[config.mk]
export PLATFORM = sky130hd
export DESIGN_NAME = tds_ctrl
export DESIGN_NICKNAME = d
export VERILOG_FILES = /design/src/rtl/tds_pkg.sv /design/src/rtl/tds_ctrl.sv
export SDC_FILE = /design/constraint.sdc
export NUM_CORES = 1
export LEC_CHECK = 0
export BUFFER_PORTS_ARGS = -buffer_cell sky130_fd_sc_hd__buf_2
export CAP_MARGIN = 20
export CORE_AREA = 3 3 40 42
export CTS_CLUSTER_SIZE = 40
export DETAILED_ROUTE_END_ITERATION = 8
export DIE_AREA = 0 0 43 45
export GPL_ROUTABILITY_DRIVEN = 0
export PLACE_DENSITY = 0.76
export SYNTH_ARGS = -nofsm -noshare
export SYNTH_HDL_FRONTEND = slang
export SYNTH_SLANG_ARGS = --single-unit
[constraint.sdc]
create_clock -name clk -period 3.85 [get_ports clk]
set_input_delay 0.1925 -clock clk [delete_from_list [all_inputs] [get_ports clk]]
set_output_delay 0.1925 -clock clk [all_outputs]
set_load 0.02 [all_outputs]
[src/rtl/tds_pkg.sv]
// shared types, constants and helpers of the tridiagonal solver
package tds_pkg;

    localparam int MAX_ROWS_DEFAULT = 64;
    localparam int DATA_W           = 32;
    localparam int ROW_W            = 6;

    localparam logic signed [31:0] Q_MAX = 32'sh7fffffff;
    localparam logic signed [31:0] Q_MIN = 32'sh80000000;

    typedef enum logic [3:0] {
        OP_NONE,
        OP_LOAD,
        OP_DIV_V0,
        OP_DIV_G,
        OP_CAP_G,
        OP_MUL_AG,
        OP_PIVOT,
        OP_MUL_AV,
        OP_NUM,
        OP_DIV_V,
        OP_STORE,
        OP_BS_INIT,
        OP_BS_RD,
        OP_BS_MUL,
        OP_BS_WR,
        OP_OUT_INIT
    } tds_op_t;

    typedef enum logic [1:0] {
        OOP_NONE,
        OOP_RD,
        OOP_LD,
        OOP_NEXT
    } tds_oop_t;

    typedef struct packed {
        tds_op_t  op;
        tds_oop_t oop;
        logic     clear;
    } tds_cmd_t;

    typedef struct packed {
        logic div_done;
        logic full;
        logic row0;
        logic last;
        logic j_zero;
        logic out_fire;
        logic out_last;
    } tds_status_t;

    function automatic logic signed [31:0] sat_sub(input logic signed [31:0] x,
                                                   input logic signed [47:0] m);
        logic signed [49:0] s;
        s = 50'(x) - 50'(m);
        if (s > 50'sd2147483647)
            return Q_MAX;
        else if (s < -50'sd2147483648)
            return Q_MIN;
        else
            return s[31:0];
    endfunction

endpackage

[src/rtl/tds_ctrl.sv]
// controller state machine sequencing elimination and back substitution
module tds_ctrl (
    input  logic                 clk,
    input  logic                 rst_n,
    input  logic                 in_valid,
    output logic                 in_ready,
    input  tds_pkg::tds_status_t status,
    output tds_pkg::tds_cmd_t    cmd
);

    typedef enum logic [4:0] {
        S_IDLE, S_CHK, S_WAIT_G, S_MUL_AG, S_PIV, S_MUL_AV, S_NUM, S_DIV_V,
        S_WAIT_V, S_BS_INIT, S_BS_CHK, S_BS_RD, S_BS_MUL, S_BS_WR,
        S_OUT_RD, S_OUT_LD, S_OUT_WAIT, S_CLEAR
    } state_t;

    state_t state_reg, state_next;

    always_comb
    begin
        state_next = state_reg;
        cmd.op     = tds_pkg::OP_NONE;
        cmd.oop    = tds_pkg::OOP_NONE;
        cmd.clear  = 1'b0;
        in_ready   = 1'b0;
        unique case (state_reg)
            S_IDLE:
            begin
                in_ready = 1'b1;
                if (in_valid)
                begin
                    cmd.op     = tds_pkg::OP_LOAD;
                    state_next = S_CHK;
                end
            end
            S_CHK:
            begin
                if (status.full)
                    state_next = status.last ? S_BS_INIT : S_IDLE;
                else if (status.row0)
                begin
                    cmd.op     = tds_pkg::OP_DIV_V0;
                    state_next = S_WAIT_V;
                end
                else
                begin
                    cmd.op     = tds_pkg::OP_DIV_G;
                    state_next = S_WAIT_G;
                end
            end
            S_WAIT_G:
                if (status.div_done)
                begin
                    cmd.op     = tds_pkg::OP_CAP_G;
                    state_next = S_MUL_AG;
                end
            S_MUL_AG:
            begin
                cmd.op     = tds_pkg::OP_MUL_AG;
                state_next = S_PIV;
            end
            S_PIV:
            begin
                cmd.op     = tds_pkg::OP_PIVOT;
                state_next = S_MUL_AV;
            end
            S_MUL_AV:
            begin
                cmd.op     = tds_pkg::OP_MUL_AV;
                state_next = S_NUM;
            end
            S_NUM:
            begin
                cmd.op     = tds_pkg::OP_NUM;
                state_next = S_DIV_V;
            end
            S_DIV_V:
            begin
                cmd.op     = tds_pkg::OP_DIV_V;
                state_next = S_WAIT_V;
            end
            S_WAIT_V:
                if (status.div_done)
                begin
                    cmd.op     = tds_pkg::OP_STORE;
                    state_next = status.last ? S_BS_INIT : S_IDLE;
                end
            S_BS_INIT:
            begin
                cmd.op     = tds_pkg::OP_BS_INIT;
                state_next = S_BS_CHK;
            end
            S_BS_CHK:
                if (status.j_zero)
                begin
                    cmd.op     = tds_pkg::OP_OUT_INIT;
                    state_next = S_OUT_RD;
                end
                else
                    state_next = S_BS_RD;
            S_BS_RD:
            begin
                cmd.op     = tds_pkg::OP_BS_RD;
                state_next = S_BS_MUL;
            end
            S_BS_MUL:
            begin
                cmd.op     = tds_pkg::OP_BS_MUL;
                state_next = S_BS_WR;
            end
            S_BS_WR:
            begin
                cmd.op     = tds_pkg::OP_BS_WR;
                state_next = S_BS_CHK;
            end
            S_OUT_RD:
            begin
                cmd.oop    = tds_pkg::OOP_RD;
                state_next = S_OUT_LD;
            end
            S_OUT_LD:
            begin
                cmd.oop    = tds_pkg::OOP_LD;
                state_next = S_OUT_WAIT;
            end
            S_OUT_WAIT:
                if (status.out_fire)
                begin
                    if (status.out_last)
                        state_next = S_CLEAR;
                    else
                    begin
                        cmd.oop    = tds_pkg::OOP_NEXT;
                        state_next = S_OUT_RD;
                    end
                end
            S_CLEAR:
            begin
                cmd.clear  = 1'b1;
                state_next = S_IDLE;
            end
            default:
                state_next = S_IDLE;
        endcase
    end

    always_ff @(posedge clk or negedge rst_n)
    begin
        if (!rst_n)
            state_reg <= S_IDLE;
        else
            state_reg <= state_next;
    end

endmodule

======== Word-level counts from Yosys, hierarchy flattened ========
Cells that the tools add are included.
word-level totals
  register bits after elaboration ......... 5
  input bits .............................. 10
operators by class
  equal/unequal tests ..................... 21
  mux-type cells .......................... 22
  reductions and logical operators ........ 3
operators with widths
  cell                                                  count
  one-hot mux 5 bit (16 select lines)                   1
  one-hot mux 4 bit (14 select lines)                   1
  equality test 5 x 4 -> 1 bit (second input constant)  8
  2-to-1 mux 5 bit                                      5
  equality test 5 x 3 -> 1 bit (second input constant)  4
  2-to-1 mux 4 bit                                      5
  equality test 5 x 2 -> 1 bit (second input constant)  2
  equality test 5 bit (second input constant)           2
  inequality test 2 bit (second input constant)         4
  2-to-1 mux 2 bit                                      3
  2-to-1 mux 3 bit                                      2
  one-hot mux 2 bit (3 select lines)                    1
  equality test 5 x 1 -> 1 bit (second input constant)  1
  logical NOT 5 bit                                     1
  2-to-1 mux 1 bit                                      4
  AND reduction 4 bit                                   1
  OR reduction 2 bit                                    1

======== Depth between registers and ports, before layout ========
Gate-level depths: netlist of run 1.
  depth in word-level cells ............... 3
  depth in mapped cells ................... 6
  mapped depth without buffers ............ 4

======== Least setup slack after synthesis of run 1 ========
OpenSTA, ideal clock, no wires.
  kind .................................... reg2out
  start point ............................. reg state_reg[1]
  end point ............................... out cmd[2] (netlist bit)
  arrival ................................. 1639 ps
  required time ........................... 3658 ps
  path slack .............................. 2019 ps
  cell stages (with the launch flop) ...... 6
  path buffers ............................ 2
  cells stage by stage .................... dfrtp_1 -> buf_6 -> or4_4 -> buf_6 -> or3_1 -> o21ai_1
RTL lines
  element                   RTL line         source
  start: declaration        tds_ctrl.sv:17   state_t state_reg, state_next;
  start signal: assignment  tds_ctrl.sv:152  state_reg <= state_next;
  end: declaration          tds_ctrl.sv:8    output tds_pkg::tds_cmd_t cmd

==> results of run 1 <==
worst max-delay path, delay by kind of cell (launching register included):
kind	cells	cell delay, ns
and+or+nand+nor	2	1.02
AOI/OAI and AO/OA	1	0.07
DFF	1	0.56
buffers and inverters	1	0.20
synth_stat cells (all sizes together) (4+ instances only):
cell type / count
or2: 4
a21oi: 6
clkbuf: 4
buf: 4
nor2b: 7
nand2: 5
dfrtp: 5
nor2: 10
nand3: 4
o21ai: 6
per-layer routing:
layer / vias to the layer above / track usage / wire length, µm
met5: - / 0 / 0
met4: 0 / 0.0361 / 11
met3: 2 / 0.0637 / 130
met2: 35 / 0.317 / 864
met1: 343 / 0.267 / 820
li1: 372 / - / -
final cells by class:
cell class | instances | area share
Multi-Input combinational cell | 76 | 0.646
Sequential cell | 5 | 0.160
Timing Repair Buffer | 18 | 0.122
Clock buffer | 4 | 0.0337
Tap cell | 15 | 0.0240
Inverter | 3 | 0.0144
stage by stage:
step | cells | util
3_5_place_dp | 116 | 0.579
6_report | 121 | 0.608
2_1_floorplan | 92 | -
5_1_grt | 121 | 0.608
3_3_place_gp | 116 | 0.579
4_1_cts | 121 | 0.608
worst paths after layout:
check                                     to          from  slack, ns
max in group asynchronous       state_reg[1]         rst_n       3.42
worst max register to register  state_reg[3]  state_reg[3]       2.00
worst min register to register  state_reg[4]  state_reg[4]       0.89
worst min-delay path            state_reg[4]     status[0]       0.28
worst max-delay path                  cmd[1]  state_reg[3]       1.56
min in group asynchronous       state_reg[4]         rst_n       0.29
kinds of logic after synthesis:
group	after synthesis	share of synthesized area
AOI/OAI and AO/OA	29	0.335
xor gates and xnor gates	1	0.0127
buffers and inverters	11	0.0854
DFF	5	0.182
muxes	1	0.0164
and+or+nand+nor	45	0.369
placed cells by master (no fill, tap or decap), types with 2 or more instances in the layout:
| master | Yosys | layout |
|---|---|---|
| o21ai_2 | 2 | 2 |
| o21ai_0 | 3 | 3 |
| a32oi_1 | 2 | 2 |
| nor2b_1 | 7 | 7 |
| or2_2 | 2 | 2 |
| buf_2 | 2 | 17 |
| nand2b_1 | 3 | 3 |
| nand2_1 | 5 | 5 |
| dfrtp_1 | 5 | 5 |
| nand3b_1 | 2 | 2 |
| nor2_1 | 10 | 10 |
| nor3_1 | 2 | 2 |
| nand3_1 | 4 | 4 |
| a21oi_1 | 6 | 6 |
| clkbuf_4 | 0 | 3 |
| o22ai_1 | 2 | 2 |
| inv_1 | 3 | 3 |
power by group through the flow:
stage,Sequential (mW),Clock (mW),Combinational [mW]
detailed placement,0.146,0,0.392
finish,0.149,0.0616,0.395
global route,0.158,0.0652,0.429
CTS,0.145,0.0617,0.394
floorplan,0.0841,0,0.388
global placement,0.144,0,0.386
==> flow_metrics.py, run 1 <==
metrics = {
    "timing": {
        "maxSlewViolCount": 0,
        "max_slew_margin": 0.624,
        "fin_worst_skew_ns": 0.00337,
        "hold_viol": 0,
        "fin_crit_ns": 2.29,
        "setup_viol": 0,
        "clock.fmax_mhz": 437,
        "fin_tns_setup_ns": 0,
        "whs_ns": 0.276,
        "layout_setup_ws_ns": 1.56,
        "fin_crit_sh": 0.595,
        "tightest_slew_ns": 0.565,
        "rsz0062_at_grt": "no",
    },
    "cells_and_area": {
        "areaGrowthSynthToFinish_pct": 13.5,
        "drive_gt1_frac": 0.264,
        "multi_input_area_um2": 504,
        "design_area_um2": 781,
        "fin_nets": 117,
        "largest_register_ff_count": 5,
        "ff_latch_area_um2": 125,
        "nFillCells": 116,
        "antenna_cells": 0,
    },
    "yosys": {
        "synth_ff_type": "dfrtp_1",
        "yosys_warnings": 0,
        "yosys.area.top_type": "dfrtp_1",
        "async_flop_share": 1.00,
        "ys_types": 44,
        "synth_top_cell_area_share": 0.182,
        "seq_area_frac_synth": 0.182,
        "ys_top_cells_by_area": "dfrtp_1 18%, nor2b_1 6.4%, nor2_1 5.5%",
        "ys_ff_latch": 5,
        "synth.avg_cell_area_um2": 7.48,
        "synth_edf_count": 0,
        "syn-num-nets": 102,
        "syn-cell-area_um2": 688,
        "synth_cells": 92,
    },
    "routing": {
        "first_iter_violations": 29,
        "wl_per_cell_um": 15.1,
        "vias_per_cell": 6.21,
        "drcViolationCount": 0,
        "vias": 752,
        "routed_wl_mm": 1.83,
        "first_pass_iters": 4,
        "ant_nets": 0,
    },
    "clock_tree": {
        "post-cts-setup-buffers": 0,
        "cts_sinks": 5,
        "htree_levels": 1,
        "clkTransAtPathRegs_ns": 0.04,
        "cts_buffers": 3,
        "cts_tree": "yes",
        "clockBufferDepth": 2,
        "cts_root_buffer": "clkbuf_4",
        "worstSkewPairLatency_ns": 0.25,
        "cts_resized": 0,
        "cts_hold_buf": 1,
    },
    "power": {
        "pwr-share-clk": 0.102,
        "p_total_mw": 0.605,
        "power_density_mw_per_mm2": 775,
        "switchingPower_mw": 0.319,
        "combPwrFrac": 0.652,
        "sw_frac_of_total": 0.528,
        "leakage_nw": 0.336,
        "intPower_mw": 0.286,
        "ir_worst_vdd_v": 0.000428,
        "seq_power_share": 0.246,
    },
    "grt": {
        "antenna_found_initial": 0,
        "grt_usage": 0.199,
        "grt-ovfl-total": 0,
        "grt_pass1_wl_mm": 2.95,
        "grt_max_degree": 20,
        "grt_pass1_vias": 657,
    },
    "die": {
        "io_pins": 18,
        "coreArea_mm2": 0.00128,
        "rows": 13,
        "die_w_um": 43,
        "die_h_um": 45,
        "dieArea_mm2": 0.00194,
        "start_util": 0.536,
    },
    "place": {
        "port_buffers": 17,
        "place_worst_setup_slack_ns": 1.84,
        "dpl.hpwl_mm": 1.32,
        "postPlaceCellArea_um2": 744,
    },
    "outcome": {
        "status": "finished clean",
    },
    "setup_path": {
        "crit_arrival_ns": 2.10,
        "worstPathMaxFanout": 17,
        "critPathMaxStageDelay_ns": 0.67,
        "worst-setup-path-type": "reg -> out",
        "reg2reg_depth": 3,
        "start_kind": "flop",
        "worstPathRequired_ns": 3.66,
        "crit_chain": "or4_4, or3_1, o31ai_1, buf_2",
        "end_kind": "primary output",
        "critical_path.slowest_cell": "or4_4",
    },
    "hold_path": {
        "holdPathStages": 3,
        "hold_class": "in -> reg",
    },
    "flow_run": {
        "drv_cap": 0,
    },
}
No activity file was read; power rests on OpenSTA's default activity.
==> run 2, diff against run 1 <==
Settings changed: ABC_AREA set to 1, CORE_AREA 3 3 40 42 to unset, CORE_MARGIN set to 3, CORE_UTILIZATION set to 46, DIE_AREA 0 0 43 45 to unset, PLACE_DENSITY 0.76 to 0.72.
Clock period 3.85 ns to 1.9 ns, I/O delays scaled along.
==> run 2 against run 1 <==
Effect of this change: clock power up 98%; sequential cell count unchanged; register-to-register slack lost 1.7 ns; sequential share of layout area is 0.97 points lower; critical path depth increased by 3.
==> flow_metrics.py, run 2 <==
metrics = {
    "clock_tree": {
        "cts_buffers": 3,
        "cts_tree": "yes",
        "htree_levels": 1,
        "clockBufferDepth": 2,
        "clkTransAtPathRegs_ns": 0.05,
        "cts_sinks": 5,
        "cts_root_buffer": "clkbuf_4",
        "worstSkewPairLatency_ns": 0.24,
    },
    "yosys": {
        "synth_edf_count": 0,
        "yosys.area.top_type": "nand2_1",
        "async_flop_share": 1.00,
        "ys_top_cells_by_area": "nand2_1 19%, dfrtp_1 18%, nor2_1 10%",
        "seq_area_frac_synth": 0.181,
        "yosys_warnings": 0,
        "synth_ff_type": "dfrtp_1",
        "ys_top_cells_by_count": "35 x nand2_1, 19 x nor2_1, 13 x inv_1",
        "syn-cell-area_um2": 689,
        "synth_top_cell_area_share": 0.191,
        "ys_types": 23,
        "synth.avg_cell_area_um2": 5.75,
        "yosysMostFrequentCell": "nand2_1",
        "syn-num-nets": 130,
        "ys_ff_latch": 5,
        "synth_cells": 120,
    },
    "power": {
        "leakage_nw": 0.475,
        "pwr-share-clk": 0.097,
        "switchingPower_mw": 0.717,
        "sw_frac_of_total": 0.570,
        "seq_power_share": 0.194,
        "ir_worst_vdd_v": 0.000991,
        "power_density_mw_per_mm2": 1450,
        "intPower_mw": 0.540,
        "combPwrFrac": 0.710,
    },
    "cells_and_area": {
        "layout_common_cells": "35 x nand2_1, 19 x nor2_1, 17 x buf_2",
        "fin_nets": 156,
        "largest_register_ff_count": 5,
        "drive_gt1_frac": 0.331,
        "antenna_cells": 0,
        "areaGrowthSynthToFinish_pct": 25.4,
        "design_area_um2": 865,
        "final_common_cell": "nand2_1",
    },
    "routing": {
        "routed_wl_mm": 2.13,
        "drcViolationCount": 0,
        "vias_per_cell": 5.61,
        "ant_nets": 0,
        "first_pass_iters": 4,
        "first_iter_violations": 64,
        "vias": 897,
        "wl_per_cell_um": 13.3,
    },
    "flow_run": {
        "drv_cap": 0,
    },
    "grt": {
        "grt_pass1_wl_mm": 3.22,
        "antenna_found_initial": 0,
        "grt_usage": 0.217,
        "grt_max_degree": 13,
        "grt-ovfl-total": 0,
        "grt_pass1_vias": 778,
    },
    "place": {
        "postPlaceCellArea_um2": 774,
        "port_buffers": 17,
        "dpl.hpwl_mm": 1.56,
    },
    "timing": {
        "max_slew_margin": 0.804,
        "maxSlewViolCount": 0,
        "setup_viol": 0,
        "fin_crit_sh": 0.990,
        "fin_crit_ns": 1.88,
        "hold_viol": 0,
        "clock.fmax_mhz": 531,
        "whs_ns": 0.194,
        "tightest_slew_ns": 0.292,
        "fin_worst_skew_ns": 0.00750,
    },
    "die": {
        "io_pins": 18,
        "start_util": 0.511,
        "coreArea_mm2": 0.00135,
        "rows": 13,
        "dieArea_mm2": 0.00200,
        "die_w_um": 44.7,
        "die_h_um": 44.7,
    },
    "setup_path": {
        "worstPathRequired_ns": 1.80,
        "critical-path-top-delay-family": "simple AND/OR/NAND/NOR gates",
        "end_kind": "primary output",
        "crit_chain": "nor2_4, buf_4, nand3_2, nor2_1, nand2_1, o21ai_0, buf_2",
        "crit_arrival_ns": 1.79,
        "start_kind": "flop",
        "worst-setup-path-type": "reg -> out",
        "critPathMaxStageDelay_ns": 0.47,
        "critical_path.slowest_cell": "dfrtp_2",
        "worstPathMaxFanout": 7,
        "crit_buf_inv": 2,
    },
    "outcome": {
        "status": "finished clean",
    },
    "hold_path": {
        "hold_class": "in -> async",
    },
}
run 2: changes by cell type after synthesis, moves of 5 or more:
cell	change
inv_1	+10
nand2_1	+30
nor2b_1	-7
nor2_1	+9
nor2_2	+6
nand3_1	+5
run 2: final timing paths:
| path | from | cells after the start | end | slack (ns) |
|---|---|---|---|---|
| worst max-delay path | state_reg[0] | 7 | cmd[2] | 0.02 |
| worst min-delay path | rst_n | 2 | state_reg[4] | 0.19 |
| worst max register to register | state_reg[0] | 8 | state_reg[3] | 0.34 |
| worst min register to register | state_reg[3] | 3 | state_reg[4] | 0.84 |
| max in group asynchronous | rst_n | 2 | state_reg[0] | 1.56 |
| min in group clk | status[6] | 4 | state_reg[1] | 0.22 |
run 2: layer usage:
| metal | up-vias | part of all wire | GRT usage |
|---|---|---|---|
| li1 | 436 | - | - |
| met1 | 390 | 0.39 | 0.281 |
| met2 | 62 | 0.48 | 0.355 |
| met3 | 9 | 0.11 | 0.0359 |
| met4 | 0 | 0.020 | 0.0904 |
| met5 | - | 0 | 0 |
run 2: power by group through the flow:
| stage | clock network, mW | registers [mW] | logic [mW] |
|---|---|---|---|
| 2_1_floorplan | 0 | 0.192 | 0.628 |
| 3_3_place_gp | 0 | 0.233 | 0.803 |
| 3_5_place_dp | 0 | 0.234 | 0.801 |
| 4_1_cts | 0.126 | 0.232 | 0.803 |
| 5_1_grt | 0.138 | 0.250 | 0.981 |
| 6_report | 0.122 | 0.243 | 0.892 |
run 2: cell type report:
cell class                      count  area (µm²)
Multi-Input combinational cell     98         499
Fill cell                         126         485
Sequential cell                     5         130
Timing Repair Buffer               22         125
Inverter                           15        60.1
Clock buffer                        4        26.3
Tap cell                           15        18.8
Timing Repair inverter              1        5.00
run 2: cells by family (layout without fill, tap and decap cells):
logic type | after synthesis | count (layout) | share of synthesized area
AOI/OAI and AO/OA | 15 | 15 | 0.132
buffers and inverters | 17 | 42 | 0.109
and+or+nand+nor | 83 | 83 | 0.577
DFF | 5 | 5 | 0.181
run 2: what timing repair did:
action / CTS / global route
setup buffers: 0 / 4
gates resized for setup: 0 / 7
hold endpoints to repair: 5 / 0
setup endpoints to repair: 0 / 4
hold buffers: 1 / 0
run 2: through the flow:
step	setup slack [ns]	utilization	TNS (ns)	total power, mW	instances
final	0.0183	0.640	0	1.26	160
after global routing	-0.0298	0.640	-0.0421	1.37	160
after CTS	0.0129	0.601	0	1.16	155
after detailed placement	0.275	0.574	0	1.03	150
after global placement	0.319	0.574	0	1.04	150
after floorplan	0.468	-	0	0.820	120
==> run 3, diff against run 2 <==
Settings changed: ABC_AREA 1 to unset.
==> run 3 against run 2 <==
Effect of this change: sequential share of layout area is 0.18 points lower; critical path type unchanged; highest routed layer is now met3; critical endpoint unchanged; global-route usage is 0.37 points lower; clock power is 3% higher.
==> flow_metrics.py, run 3 (synthesis results as in run 1) <==
metrics = {
    "outcome": {
        "status": "finished clean",
    },
    "clock_tree": {
        "cts_sinks": 5,
        "cts_root_buffer": "clkbuf_4",
        "cts_tree": "yes",
        "clockBufferDepth": 2,
        "clkTransAtPathRegs_ns": 0.05,
        "htree_levels": 1,
        "cts_buffers": 3,
        "worstSkewPairLatency_ns": 0.25,
    },
    "setup_path": {
        "critical-path-top-delay-family": "simple AND/OR/NAND/NOR gates",
        "worstPathMaxFanout": 2,
        "worstPathRequired_ns": 1.80,
        "crit_arrival_ns": 1.76,
        "crit_buf_inv": 1,
        "reg2reg_depth": 6,
        "crit_chain": "or4_4, or3_4, o21ai_1, buf_4",
        "critPathMaxStageDelay_ns": 0.54,
        "end_kind": "primary output",
        "start_kind": "flop",
        "critical_path.slowest_cell": "or4_4",
        "worst-setup-path-type": "reg -> out",
        "cp.depth": 4,
    },
    "place": {
        "postPlaceCellArea_um2": 782,
        "dpl.hpwl_mm": 1.38,
        "port_buffers": 17,
        "placed_cells_incl_taps": 121,
    },
    "power": {
        "p_total_mw": 1.35,
        "leakage_nw": 0.372,
        "power_density_mw_per_mm2": 1580,
        "ir_worst_vdd_v": 0.000785,
    },
    "grt": {
        "grt_usage": 0.214,
        "grt_max_degree": 19,
        "grt_use_met2": 0.289,
        "grt_pass1_wl_mm": 3.14,
        "grt_use_met1": 0.319,
        "grt.busiest_layer": "met1",
        "grt-ovfl-total": 0,
        "antenna_found_initial": 0,
        "grt_pass1_vias": 692,
        "met3_usage": 0.0650,
    },
    "die": {
        "start_util": 0.510,
        "io_pins": 18,
        "die_h_um": 44.7,
        "dieArea_mm2": 0.00200,
        "rows": 13,
        "die_w_um": 44.7,
        "coreArea_mm2": 0.00135,
    },
    "routing": {
        "vias_per_cell": 6.15,
        "first_pass_iters": 4,
        "wl_per_cell_um": 15.3,
        "first_iter_violations": 41,
        "routed_wl_mm": 1.96,
        "drcViolationCount": 0,
        "vias": 787,
        "ant_nets": 0,
    },
    "timing": {
        "fin_crit_ns": 1.86,
        "rsz0062_at_grt": "yes",
        "maxSlewViolCount": 0,
        "max_slew_margin": 0.749,
        "fin_crit_sh": 0.978,
        "setup_viol": 0,
        "clock.fmax_mhz": 538,
        "hold_viol": 0,
        "tightest_slew_ns": 0.371,
        "fin_worst_skew_ns": 0.00496,
    },
    "cells_and_area": {
        "layout.cells.non_filler": 128,
        "drive_gt1_frac": 0.336,
        "layout_common_cells": "15 x buf_2, 10 x nor2_1, 9 x buf_4",
        "design_area_um2": 850,
        "fin_nets": 124,
        "areaGrowthSynthToFinish_pct": 23.5,
        "antenna_cells": 0,
        "largest_register_ff_count": 5,
        "final_common_cell": "buf_2",
    },
    "hold_path": {
        "hold_class": "in -> async",
    },
    "flow_run": {
        "drv_cap": 0,
    },
}
## run 3: cell type report
cell class / count / area, µm²
clock buffers: 4 / 26.3
repair buffers: 25 / 153
flip-flops and latches: 5 / 126
well taps: 15 / 18.8
multi-input cells: 76 / 514
inverters: 3 / 11.3
fillers: 141 / 500
## run 3: report_power, final
group	switching (mW)	internal, mW
Clock	0.0464	0.0796
Sequential	0.0227	0.145
Combinational	0.611	0.440
## run 3: path summary, 6_finish.rpt
kind | slack (ns) | end | from
setup / recovery | 0.04 | cmd[2] | state_reg[3]
hold / removal | 0.19 | state_reg[2] | rst_n
setup reg to reg | 0.07 | state_reg[3] | state_reg[0]
hold reg to reg | 0.73 | state_reg[4] | state_reg[0]
max in group asynchronous | 1.57 | state_reg[4] | rst_n
min in group clk | 0.21 | state_reg[4] | status[0]
## run 3: routing by layer
metal | up-vias | wire, µm
met5 | - | 0
met1 | 364 | 844
met2 | 41 | 957
met3 | 0 | 159
li1 | 382 | -
met4 | 0 | 0
## run 3: timing repair
item | CTS | global route
setup buffers | 1 | 1
hold buffers | 1 | 0
cloned | 0 | 0
resized for setup | 0 | 5
endpoints found under the hold margin | 5 | 0
setup endpoints to repair | 2 | 2
pin swaps | 1 | 1
## run 3: per-stage QoR
stage	setup TNS, ns	hold WS, ns	util	worst slack (ns)
final	0	0.189	0.629	0.0425
after global routing	-0.00752	0.204	0.629	-0.00594
after CTS	0	0.191	0.612	0.00425
after detailed placement	0	-0.0859	0.579	0.195
after global placement	0	-0.0910	0.579	0.245
after floorplan	0	-0.201	-	0.166
